`src/rtl/assert_macros.svh`:
```
// Assertion macros used by the top-level RTL file.
`ifndef ASSERT_MACROS_SVH
`define ASSERT_MACROS_SVH

`ifndef SYNTHESIS

`define ASSERT_IMPLIES(label, clk, rstn, ante, cons) \
    label: assert property (@(posedge clk) disable iff (!(rstn)) (ante) |-> (cons)) \
        else $error("assertion failed");

`define ASSERT_NEXT(label, clk, rstn, ante, cons) \
    label: assert property (@(posedge clk) disable iff (!(rstn)) (ante) |=> (cons)) \
        else $error("assertion failed");

`else

`define ASSERT_IMPLIES(label, clk, rstn, ante, cons)

`define ASSERT_NEXT(label, clk, rstn, ante, cons)

`endif

`endif

```
`src/rtl/sha1md_pkg.sv`:
```
// Types, constants and helpers of the SHA-1 message digest block.
package sha1md_pkg;

    localparam logic [0:4][31:0] INIT_H = {
        32'h67452301, 32'hEFCDAB89, 32'h98BADCFE, 32'h10325476, 32'hC3D2E1F0
    };

    localparam logic [5:0] FILL_LAST      = 6'd63;
    localparam logic [5:0] FILL_LEN_START = 6'd56;
    localparam logic [6:0] ROUND_LAST     = 7'd79;
    localparam logic [6:0] ROUND_SCHED    = 7'd16;
    localparam logic [6:0] ROUND_GRP1     = 7'd20;
    localparam logic [6:0] ROUND_GRP2     = 7'd40;
    localparam logic [6:0] ROUND_GRP3     = 7'd60;
    localparam logic [2:0] LEN_LAST       = 3'd7;
    localparam logic [2:0] WORD_LAST      = 3'd4;
    localparam logic [7:0] PAD_BYTE       = 8'h80;

    typedef enum logic [2:0] {
        ST_IDLE,
        ST_ROUND,
        ST_FINAL,
        ST_PAD80,
        ST_ZERO,
        ST_LEN,
        ST_OUT
    } state_t;

    typedef enum logic [2:0] {
        SEL_NONE,
        SEL_INPUT,
        SEL_PAD,
        SEL_ZERO,
        SEL_LEN
    } byte_sel_t;

    typedef struct packed {
        byte_sel_t   byte_sel;
        logic        count_bits;
        logic [2:0]  len_idx;
        logic        init_work;
        logic        round_step;
        logic [6:0]  round_idx;
        logic        chain_add;
        logic        msg_clear;
        logic [2:0]  word_sel;
    } cmd_t;

    typedef struct packed {
        logic fill_last;
        logic fill_at_len;
    } stat_t;

    function automatic logic [31:0] round_k(input logic [1:0] grp);
        logic [31:0] k;
        unique case (grp)
            2'd0: k = 32'h5A827999;
            2'd1: k = 32'h6ED9EBA1;
            2'd2: k = 32'h8F1BBCDC;
            default: k = 32'hCA62C1D6;
        endcase
        return k;
    endfunction

endpackage

```
`src/rtl/sha1_message_digest.sv`:
```
// SHA-1 message digest: top level joining controller and datapath.
//
// Input channel s_*: one item per message byte. s_tdata is the byte, s_tuser
// flags it as a real byte (0 = no byte), s_tlast closes the message after it.
// Output channel m_*: five items per message, the 160-bit digest as 32-bit
// words, most significant first; m_tuser is the word index, m_tlast the fifth.
// An item is taken while s_tready is high, in the idle state. Every
// 64th byte starts an 80-round compression, one round per cycle on the shared
// round unit, then a fold into the chaining value; s_tready is low throughout,
// so no byte is taken while a compression runs. At message end the padding
// sequencer writes the 0x80 byte, zeros and eight length bytes one per cycle
// except while a compression runs, and writes no byte in the step before the
// length bytes. Each block is compressed when full; then the digest is shown.
// s_tready is low from message end until the fifth word is taken; a stalled
// receiver holds the current word and the block takes no new item meanwhile.
// Reset is synchronous (aresetn low): chaining value back to the initial
// constants, byte and bit counts to zero, no clearing pass. After the last
// word is taken the block is ready for the next message.
`include "assert_macros.svh"

module sha1_message_digest (
    input  logic        aclk,
    input  logic        aresetn,
    input  logic        s_tvalid,
    output logic        s_tready,
    input  logic [7:0]  s_tdata,    // [7:0] data_byte
    input  logic        s_tuser,    // [0] byte_valid
    input  logic        s_tlast,
    output logic        m_tvalid,
    input  logic        m_tready,
    output logic [31:0] m_tdata,    // [31:0] digest_word
    output logic [2:0]  m_tuser,    // [2:0] word_index
    output logic        m_tlast
);

    sha1md_pkg::cmd_t  cmd;
    sha1md_pkg::stat_t stat;
    logic              dp_busy;
    logic              word_mid_taken;
    logic [2:0]        idx_step;

    sha1md_ctrl u_ctrl (
        .aclk        (aclk),
        .aresetn     (aresetn),
        .s_tvalid    (s_tvalid),
        .s_tready    (s_tready),
        .byte_valid  (s_tuser),
        .message_end (s_tlast),
        .m_tvalid    (m_tvalid),
        .m_tready    (m_tready),
        .word_index  (m_tuser),
        .last_word   (m_tlast),
        .stat        (stat),
        .cmd         (cmd)
    );

    sha1md_datapath u_dp (
        .aclk        (aclk),
        .aresetn     (aresetn),
        .cmd         (cmd),
        .byte_in     (s_tdata),
        .stat        (stat),
        .digest_word (m_tdata)
    );

    assign dp_busy        = cmd.round_step || cmd.chain_add;
    assign word_mid_taken = m_tvalid && m_tready && !m_tlast;
    assign idx_step       = m_tuser + 3'd1;

    `ASSERT_IMPLIES(a_no_overlap, aclk, aresetn, m_tvalid, !s_tready)
    `ASSERT_IMPLIES(a_round_busy, aclk, aresetn, dp_busy, !s_tready && !m_tvalid)
    `ASSERT_IMPLIES(a_last_index, aclk, aresetn, m_tvalid && m_tlast, m_tuser == sha1md_pkg::WORD_LAST)
    `ASSERT_NEXT(a_word_step, aclk, aresetn, word_mid_taken, m_tvalid && (m_tuser == $past(idx_step)))

endmodule

```
`src/rtl/sha1md_datapath.sv`:
```
// Datapath: block window, message schedule, round registers, chaining value, bit count.
module sha1md_datapath (
    input  logic                aclk,
    input  logic                aresetn,
    input  sha1md_pkg::cmd_t    cmd,
    input  logic [7:0]          byte_in,
    output sha1md_pkg::stat_t   stat,
    output logic [31:0]         digest_word
);

    localparam logic [2:0] LEN_LAST_C = sha1md_pkg::LEN_LAST;

    logic [0:15][31:0] win_reg, win_next;
    logic [0:4][31:0]  work_reg, work_next;
    logic [0:4][31:0]  chain_reg, chain_next;
    logic [5:0]        fill_reg, fill_next;
    logic [63:0]       bits_reg, bits_next;

    logic [7:0]  byte_mux;
    logic [63:0] len_shift;
    logic [31:0] w_tap, w_cur, f_val, t_val, a_rot;
    logic [1:0]  grp;

    always_comb begin
        len_shift = bits_reg >> {3'(LEN_LAST_C - cmd.len_idx), 3'b000};
    end

    always_comb begin
        unique case (cmd.byte_sel)
            sha1md_pkg::SEL_INPUT: byte_mux = byte_in;
            sha1md_pkg::SEL_PAD:   byte_mux = sha1md_pkg::PAD_BYTE;
            sha1md_pkg::SEL_LEN:   byte_mux = len_shift[7:0];
            default:               byte_mux = 8'h00;
        endcase
    end

    always_comb begin
        w_tap = win_reg[13] ^ win_reg[8] ^ win_reg[2] ^ win_reg[0];
        w_cur = (cmd.round_idx < sha1md_pkg::ROUND_SCHED) ? win_reg[0]
                                                          : {w_tap[30:0], w_tap[31]};
        if (cmd.round_idx < sha1md_pkg::ROUND_GRP1) begin
            grp = 2'd0;
        end else if (cmd.round_idx < sha1md_pkg::ROUND_GRP2) begin
            grp = 2'd1;
        end else if (cmd.round_idx < sha1md_pkg::ROUND_GRP3) begin
            grp = 2'd2;
        end else begin
            grp = 2'd3;
        end
        unique case (grp)
            2'd0: f_val = (work_reg[1] & work_reg[2]) ^ (~work_reg[1] & work_reg[3]);
            2'd2: f_val = (work_reg[1] & work_reg[2]) ^ (work_reg[1] & work_reg[3])
                        ^ (work_reg[2] & work_reg[3]);
            default: f_val = work_reg[1] ^ work_reg[2] ^ work_reg[3];
        endcase
        a_rot = {work_reg[0][26:0], work_reg[0][31:27]};
        t_val = a_rot + f_val + work_reg[4] + sha1md_pkg::round_k(grp) + w_cur;
    end

    always_comb begin
        win_next   = win_reg;
        work_next  = work_reg;
        chain_next = chain_reg;
        fill_next  = fill_reg;
        bits_next  = bits_reg;
        if (cmd.byte_sel != sha1md_pkg::SEL_NONE) begin
            win_next  = {win_reg[0][23:0], win_reg[1:15], byte_mux};
            fill_next = fill_reg + 6'd1;
        end
        if (cmd.count_bits) begin
            bits_next = bits_reg + 64'd8;
        end
        if (cmd.init_work) begin
            work_next = chain_reg;
        end
        if (cmd.round_step) begin
            win_next  = {win_reg[1:15], w_cur};
            work_next = {t_val, work_reg[0], {work_reg[1][1:0], work_reg[1][31:2]},
                         work_reg[2], work_reg[3]};
        end
        if (cmd.chain_add) begin
            for (int i = 0; i < 5; i++) begin
                chain_next[i] = chain_reg[i] + work_reg[i];
            end
        end
        if (cmd.msg_clear) begin
            chain_next = sha1md_pkg::INIT_H;
            fill_next  = 6'd0;
            bits_next  = 64'd0;
        end
    end

    always_ff @(posedge aclk) begin
        if (!aresetn) begin
            chain_reg <= sha1md_pkg::INIT_H;
            fill_reg  <= 6'd0;
            bits_reg  <= 64'd0;
        end else begin
            chain_reg <= chain_next;
            fill_reg  <= fill_next;
            bits_reg  <= bits_next;
        end
    end

    always_ff @(posedge aclk) begin
        win_reg  <= win_next;
        work_reg <= work_next;
    end

    always_comb begin
        stat.fill_last   = (fill_reg == sha1md_pkg::FILL_LAST);
        stat.fill_at_len = (fill_reg == sha1md_pkg::FILL_LEN_START);
    end

    always_comb begin
        unique case (cmd.word_sel)
            3'd0: digest_word = chain_reg[0];
            3'd1: digest_word = chain_reg[1];
            3'd2: digest_word = chain_reg[2];
            3'd3: digest_word = chain_reg[3];
            default: digest_word = chain_reg[4];
        endcase
    end

endmodule

```
`src/rtl/sha1md_ctrl.sv`:
```
// Controller: byte intake, padding sequence, round counter and digest readout.
module sha1md_ctrl (
    input  logic                aclk,
    input  logic                aresetn,
    input  logic                s_tvalid,
    output logic                s_tready,
    input  logic                byte_valid,
    input  logic                message_end,
    output logic                m_tvalid,
    input  logic                m_tready,
    output logic [2:0]          word_index,
    output logic                last_word,
    input  sha1md_pkg::stat_t   stat,
    output sha1md_pkg::cmd_t    cmd
);

    sha1md_pkg::state_t state_reg, state_next;
    sha1md_pkg::state_t ret_reg, ret_next;
    logic [6:0] round_reg, round_next;
    logic [2:0] len_reg, len_next;
    logic [2:0] word_reg, word_next;
    logic       accept;
    logic       out_done;

    assign accept   = s_tvalid && (state_reg == sha1md_pkg::ST_IDLE);
    assign out_done = (state_reg == sha1md_pkg::ST_OUT) && m_tready
                      && (word_reg == sha1md_pkg::WORD_LAST);

    always_comb begin
        state_next = state_reg;
        ret_next   = ret_reg;
        unique case (state_reg)
            sha1md_pkg::ST_IDLE: begin
                if (accept) begin
                    if (byte_valid && stat.fill_last) begin
                        state_next = sha1md_pkg::ST_ROUND;
                        ret_next   = message_end ? sha1md_pkg::ST_PAD80 : sha1md_pkg::ST_IDLE;
                    end else if (message_end) begin
                        state_next = sha1md_pkg::ST_PAD80;
                    end
                end
            end
            sha1md_pkg::ST_ROUND: begin
                if (round_reg == sha1md_pkg::ROUND_LAST) begin
                    state_next = sha1md_pkg::ST_FINAL;
                end
            end
            sha1md_pkg::ST_FINAL: begin
                state_next = ret_reg;
            end
            sha1md_pkg::ST_PAD80: begin
                if (stat.fill_last) begin
                    state_next = sha1md_pkg::ST_ROUND;
                    ret_next   = sha1md_pkg::ST_ZERO;
                end else begin
                    state_next = sha1md_pkg::ST_ZERO;
                end
            end
            sha1md_pkg::ST_ZERO: begin
                if (stat.fill_at_len) begin
                    state_next = sha1md_pkg::ST_LEN;
                end else if (stat.fill_last) begin
                    state_next = sha1md_pkg::ST_ROUND;
                    ret_next   = sha1md_pkg::ST_ZERO;
                end
            end
            sha1md_pkg::ST_LEN: begin
                if (len_reg == sha1md_pkg::LEN_LAST) begin
                    state_next = sha1md_pkg::ST_ROUND;
                    ret_next   = sha1md_pkg::ST_OUT;
                end
            end
            sha1md_pkg::ST_OUT: begin
                if (out_done) begin
                    state_next = sha1md_pkg::ST_IDLE;
                end
            end
            default: begin
                state_next = sha1md_pkg::ST_IDLE;
            end
        endcase
    end

    always_comb begin
        round_next = (state_reg == sha1md_pkg::ST_ROUND) ? round_reg + 7'd1 : 7'd0;
        len_next   = (state_reg == sha1md_pkg::ST_LEN) ? len_reg + 3'd1 : 3'd0;
        word_next  = word_reg;
        if ((state_reg == sha1md_pkg::ST_OUT) && m_tready) begin
            word_next = (word_reg == sha1md_pkg::WORD_LAST) ? 3'd0 : word_reg + 3'd1;
        end
    end

    always_comb begin
        cmd            = '0;
        cmd.byte_sel   = sha1md_pkg::SEL_NONE;
        cmd.len_idx    = len_reg;
        cmd.round_idx  = round_reg;
        cmd.word_sel   = word_reg;
        cmd.init_work  = (state_next == sha1md_pkg::ST_ROUND)
                         && (state_reg != sha1md_pkg::ST_ROUND);
        s_tready       = (state_reg == sha1md_pkg::ST_IDLE);
        m_tvalid       = (state_reg == sha1md_pkg::ST_OUT);
        word_index     = word_reg;
        last_word      = (word_reg == sha1md_pkg::WORD_LAST);
        unique case (state_reg)
            sha1md_pkg::ST_IDLE: begin
                if (accept && byte_valid) begin
                    cmd.byte_sel   = sha1md_pkg::SEL_INPUT;
                    cmd.count_bits = 1'b1;
                end
            end
            sha1md_pkg::ST_ROUND: begin
                cmd.round_step = 1'b1;
            end
            sha1md_pkg::ST_FINAL: begin
                cmd.chain_add = 1'b1;
            end
            sha1md_pkg::ST_PAD80: begin
                cmd.byte_sel = sha1md_pkg::SEL_PAD;
            end
            sha1md_pkg::ST_ZERO: begin
                if (!stat.fill_at_len) begin
                    cmd.byte_sel = sha1md_pkg::SEL_ZERO;
                end
            end
            sha1md_pkg::ST_LEN: begin
                cmd.byte_sel = sha1md_pkg::SEL_LEN;
            end
            sha1md_pkg::ST_OUT: begin
                cmd.msg_clear = out_done;
            end
            default: begin
                cmd.msg_clear = 1'b0;
            end
        endcase
    end

    always_ff @(posedge aclk) begin
        if (!aresetn) begin
            state_reg <= sha1md_pkg::ST_IDLE;
            ret_reg   <= sha1md_pkg::ST_IDLE;
            round_reg <= 7'd0;
            len_reg   <= 3'd0;
            word_reg  <= 3'd0;
        end else begin
            state_reg <= state_next;
            ret_reg   <= ret_next;
            round_reg <= round_next;
            len_reg   <= len_next;
            word_reg  <= word_next;
        end
    end

endmodule

```
`config.mk`:
```
export PLATFORM = sky130hd
export DESIGN_NAME = sha1_message_digest
export DESIGN_NICKNAME = d
export VERILOG_FILES = /design/src/rtl/sha1md_pkg.sv /design/src/rtl/sha1_message_digest.sv /design/src/rtl/sha1md_datapath.sv /design/src/rtl/sha1md_ctrl.sv
export VERILOG_INCLUDE_DIRS = /design/src /design/src/rtl
export SDC_FILE = /design/constraint.sdc
export NUM_CORES = 2
export LEC_CHECK = 0
export BUFFER_PORTS_ARGS = -buffer_cell sky130_fd_sc_hd__buf_2
export CAP_MARGIN = 20
export CORE_MARGIN = 10
export CORE_UTILIZATION = 48
export DETAILED_ROUTE_END_ITERATION = 6
export GPL_ROUTABILITY_DRIVEN = 0
export HOLD_SLACK_MARGIN = 0.02
export PLACE_DENSITY = 0.75
export SLEW_MARGIN = 0
export SYNTH_ARGS = -nofsm -noshare
export SYNTH_HDL_FRONTEND = slang
export SYNTH_HIERARCHICAL = 1
export SYNTH_SLANG_ARGS = --single-unit
```
`constraint.sdc`:
```
create_clock -name aclk -period 14.6 [get_ports aclk]
set_clock_uncertainty 0.05 [all_clocks]
set_input_delay 2.92 -clock aclk [delete_from_list [all_inputs] [get_ports aclk]]
set_output_delay 2.92 -clock aclk [all_outputs]
set_load 0.02 [all_outputs]
```
==> results_dict.tcl <==
set metrics [dict create \
    outcome "complete, no violations" \
    period_minus_slack_ns 7.41 \
    yosysWarnings 6 \
    synthCells 4577 \
    cp-end-kind "flop" \
    global_route.peak_usage_layer "met2" \
    worst_setup_path_start_kind "flop" \
    largest_net_degree_at_the_start_of_global_routing 208 \
    num_vias 36500 \
    detail_route.first_pass.iterations 6 \
    grt_use_met1 0.284 \
    pwr-share-comb 0.308 \
    chipWidth_um 354 \
    grtUsageMet2 0.312 \
    p_seq_frac 0.402 \
    clockBufferDepth 3 \
    post-place-cells 5972 \
    synth_ff_type "edfxtp_1" \
    min_path_cells 1 \
    netSwitchingPower_mw 2.84 \
    yosysSeqAreaShare 0.469 \
    power_switching_share 0.326 \
    post_cts_buffers 0 \
    final_hold_viol_count 0 \
    final_min_period_over_clock_period 0.508 \
    post-route-worst-setup-slack_ns 7.19 \
    most-common-layout-cells "683 x mux2_2, 672 x edfxtp_1, 306 x inv_1, 288 x nor2_1, 284 x nand2_1" \
    critical-path-top-cell-by-count "fa_1" \
    ys_types 97 \
    row_count 122 \
    ioPinCount 52 \
    layout_commonest_cell "mux2_2" \
    synth_async_sr_flop_share 0 \
    post_synth.cell_area_avg_sq_um 11.7 \
    p_leak_nw 21.5 \
    setup_viol 0 \
    clock_sinks 918 \
    clock_tree.htree_level_count 3 \
    finalMaxSlewViolations 0 \
    clock_tree_from_tritoncts "yes" \
    placeableCoreArea_sq_mm 0.111 \
    placedInstanceArea_sq_mm 0.0553 \
    grt_pass1_wl_um 204000 \
    critPathMaxStageDelay_ns 0.80 \
    clock-root-buffer "clkbuf_16" \
    pre_cts_slack_ns 7.38 \
    mapped_area_sq_mm 0.0536 \
    overflow 0 \
    library_cell_contributing_the_largest_single_delay_on_the_critical_path "ha_1" \
    vias_in_the_first_global_route 35200 \
    internal_power_component_mw 5.88 \
    final_stage_net_count 4932 \
    use_met3 0.0447 \
    post-route-drc-count 0 \
    cts-hold-fix-buffers 0 \
    fp.dieArea_sq_mm 0.125 \
    path_class "flop to flop" \
    finalPower_mw 8.73 \
    detailedRoute.firstIterationViolations 3410 \
    design_area_sq_mm 0.0587 \
    hold_class "flop to flop" \
    dp_hpwl_um 94000 \
    cp_cell_sequence "o21ai_0 > a221o_2 > buf_4 > inv_1 > ha_1 > buf_4 > a221oi_1 > a21oi_1 > fa_1 > fa_1 > fa_1 > ha_1 > nor2b_1 > o31ai_2 > a21oi_1 > o31ai_1 > o211ai_1 > a21o_1 > a211oi_2 > nor2_1 > or4_1 > nand3_1" \
    r2r_cells 22 \
    syn-num-nets 4922 \
    floorplan.initialDensity 0.484 \
    grt_setup_unrepaired "false" \
    whs_ns 0.411 \
    synth-edff-count 672 \
    wire_per_inst_um 21.5 \
    layout_cell_share_with_drive_strength_beyond_1 0.218 \
    die_height_um 354 \
    synthToLayoutAreaGrowth_pct 9.53 \
    grt_total_usage 0.204 \
    number_of_antenna_repair_diodes 0 \
    maxClockFrequency_ghz 0.135 \
    utilization 0.530 \
    clock_power_share 0.290 \
    critPathMaxFanout 44 \
    grt_antenna_before_repair 3 \
    layout.cells.non_filler 6159 \
    slew_headroom 0.160 \
    route.final.wire_length_um 133000 \
    timing.max_cap.violations 0 \
    total_clock_buffers_created_by_cts 99 \
    cts.clk_slew.worst_paths_ns 0.06 \
    transition_time_at_the_pin_with_the_least_slew_margin_ns 1.24 \
    clock_insertion_delay_worst_skew_ns 0.72 \
    timing.critical_path.arrival_ns 7.89 \
    vdd.ir_drop.worst_mv 0.110 \
    vias_per_cell 5.92 \
    cts_repair_resize_count 0 \
    route.antenna.remaining_nets 0 \
    worstPathRequired_ns 15.08 \
    ys_ff_latch 918 \
    placement.io_buffers 51 \
    multi_input_comb_area_sq_mm 0.0266 \
    setup_total_negative_slack_ns 0 \
    largest_reg_flops 512 \
    power_per_cell_area_mw_per_mm2 149 \
    register_cell_area_after_layout_sq_mm 0.0251 \
    n_fill_cell 9309 \
]
[critical path, delay by kind of cell, from the launching register on]
| family | cells | cell delay [ns] |
|---|---|---|
| flops | 1 | 0.50 |
| buf+inv | 3 | 0.86 |
| simple gates | 4 | 0.82 |
| compound gates | 10 | 2.41 |
| fa+ha+maj | 5 | 2.59 |
[final timing paths]
check / startpoint / end / slack, ns
max: u_ctrl/round_reg[5] / u_dp/a_rot[28] / 7.19
min: u_ctrl/round_reg[0] / u_ctrl/round_reg[0] / 0.41
max reg2reg: u_ctrl/round_reg[5] / u_dp/a_rot[28] / 7.19
min reg2reg: u_ctrl/round_reg[0] / u_ctrl/round_reg[0] / 0.41
[routing by layer]
layer,up-vias,part of all wire
li1,16800,-
met1,18100,0.43
met2,1366,0.45
met3,267,0.085
met4,4,0.036
met5,-,0.00017
[power by group through the flow]
stage	clock network, mW	logic [mW]	registers, mW
6_report	2.53	2.68	3.51
2_1_floorplan	0	2.04	3.51
4_1_cts	2.58	2.65	3.51
3_5_place_dp	0	2.63	3.56
5_1_grt	2.67	2.96	3.55
3_3_place_gp	0	2.56	3.55
[synthesized netlist by cell type, drive strengths merged (35+ instances only)]
| master | instances | area [sq um] |
|---|---|---|
| inv | 308 | 1160 |
| a21o | 68 | 510 |
| a221oi | 35 | 319 |
| edfxtp | 672 | 20200 |
| mux2i | 54 | 541 |
| fa | 125 | 2500 |
| mux4 | 45 | 1010 |
| a21oi | 239 | 1200 |
| nor3 | 58 | 295 |
| xor2 | 84 | 736 |
| nand3 | 78 | 400 |
| clkbuf | 162 | 608 |
| xnor2 | 205 | 1800 |
| ha | 206 | 2580 |
| nand2 | 286 | 1080 |
| o21ai | 241 | 1210 |
| mux2 | 683 | 7690 |
| a211oi | 40 | 305 |
| nor2 | 290 | 1090 |
| dfxtp | 246 | 4920 |
[final cells by class]
class | instances | share of cell area
Tap cell | 1488 | 0.0317
Clock buffer | 145 | 0.0480
Multi-Input combinational cell | 3164 | 0.453
Timing Repair Buffer | 96 | 0.0110
Clock inverter | 40 | 0.00808
Sequential cell | 918 | 0.428
Inverter | 308 | 0.0198
[cells by family (layout without fill, tap and decap cells)]
family / after synthesis / in the layout / synth area share
buffers and inverters: 495 / 589 / 0.0357
AO/OA/AOI/OAI: 847 / 847 / 0.100
multiplexers: 782 / 782 / 0.173
XOR/XNOR: 289 / 289 / 0.0473
flip-flops: 918 / 918 / 0.469
adder cells (fa/ha/maj): 331 / 331 / 0.0949
AND/OR/NAND/NOR: 915 / 915 / 0.0805
Power figures use the tool's default switching activity.
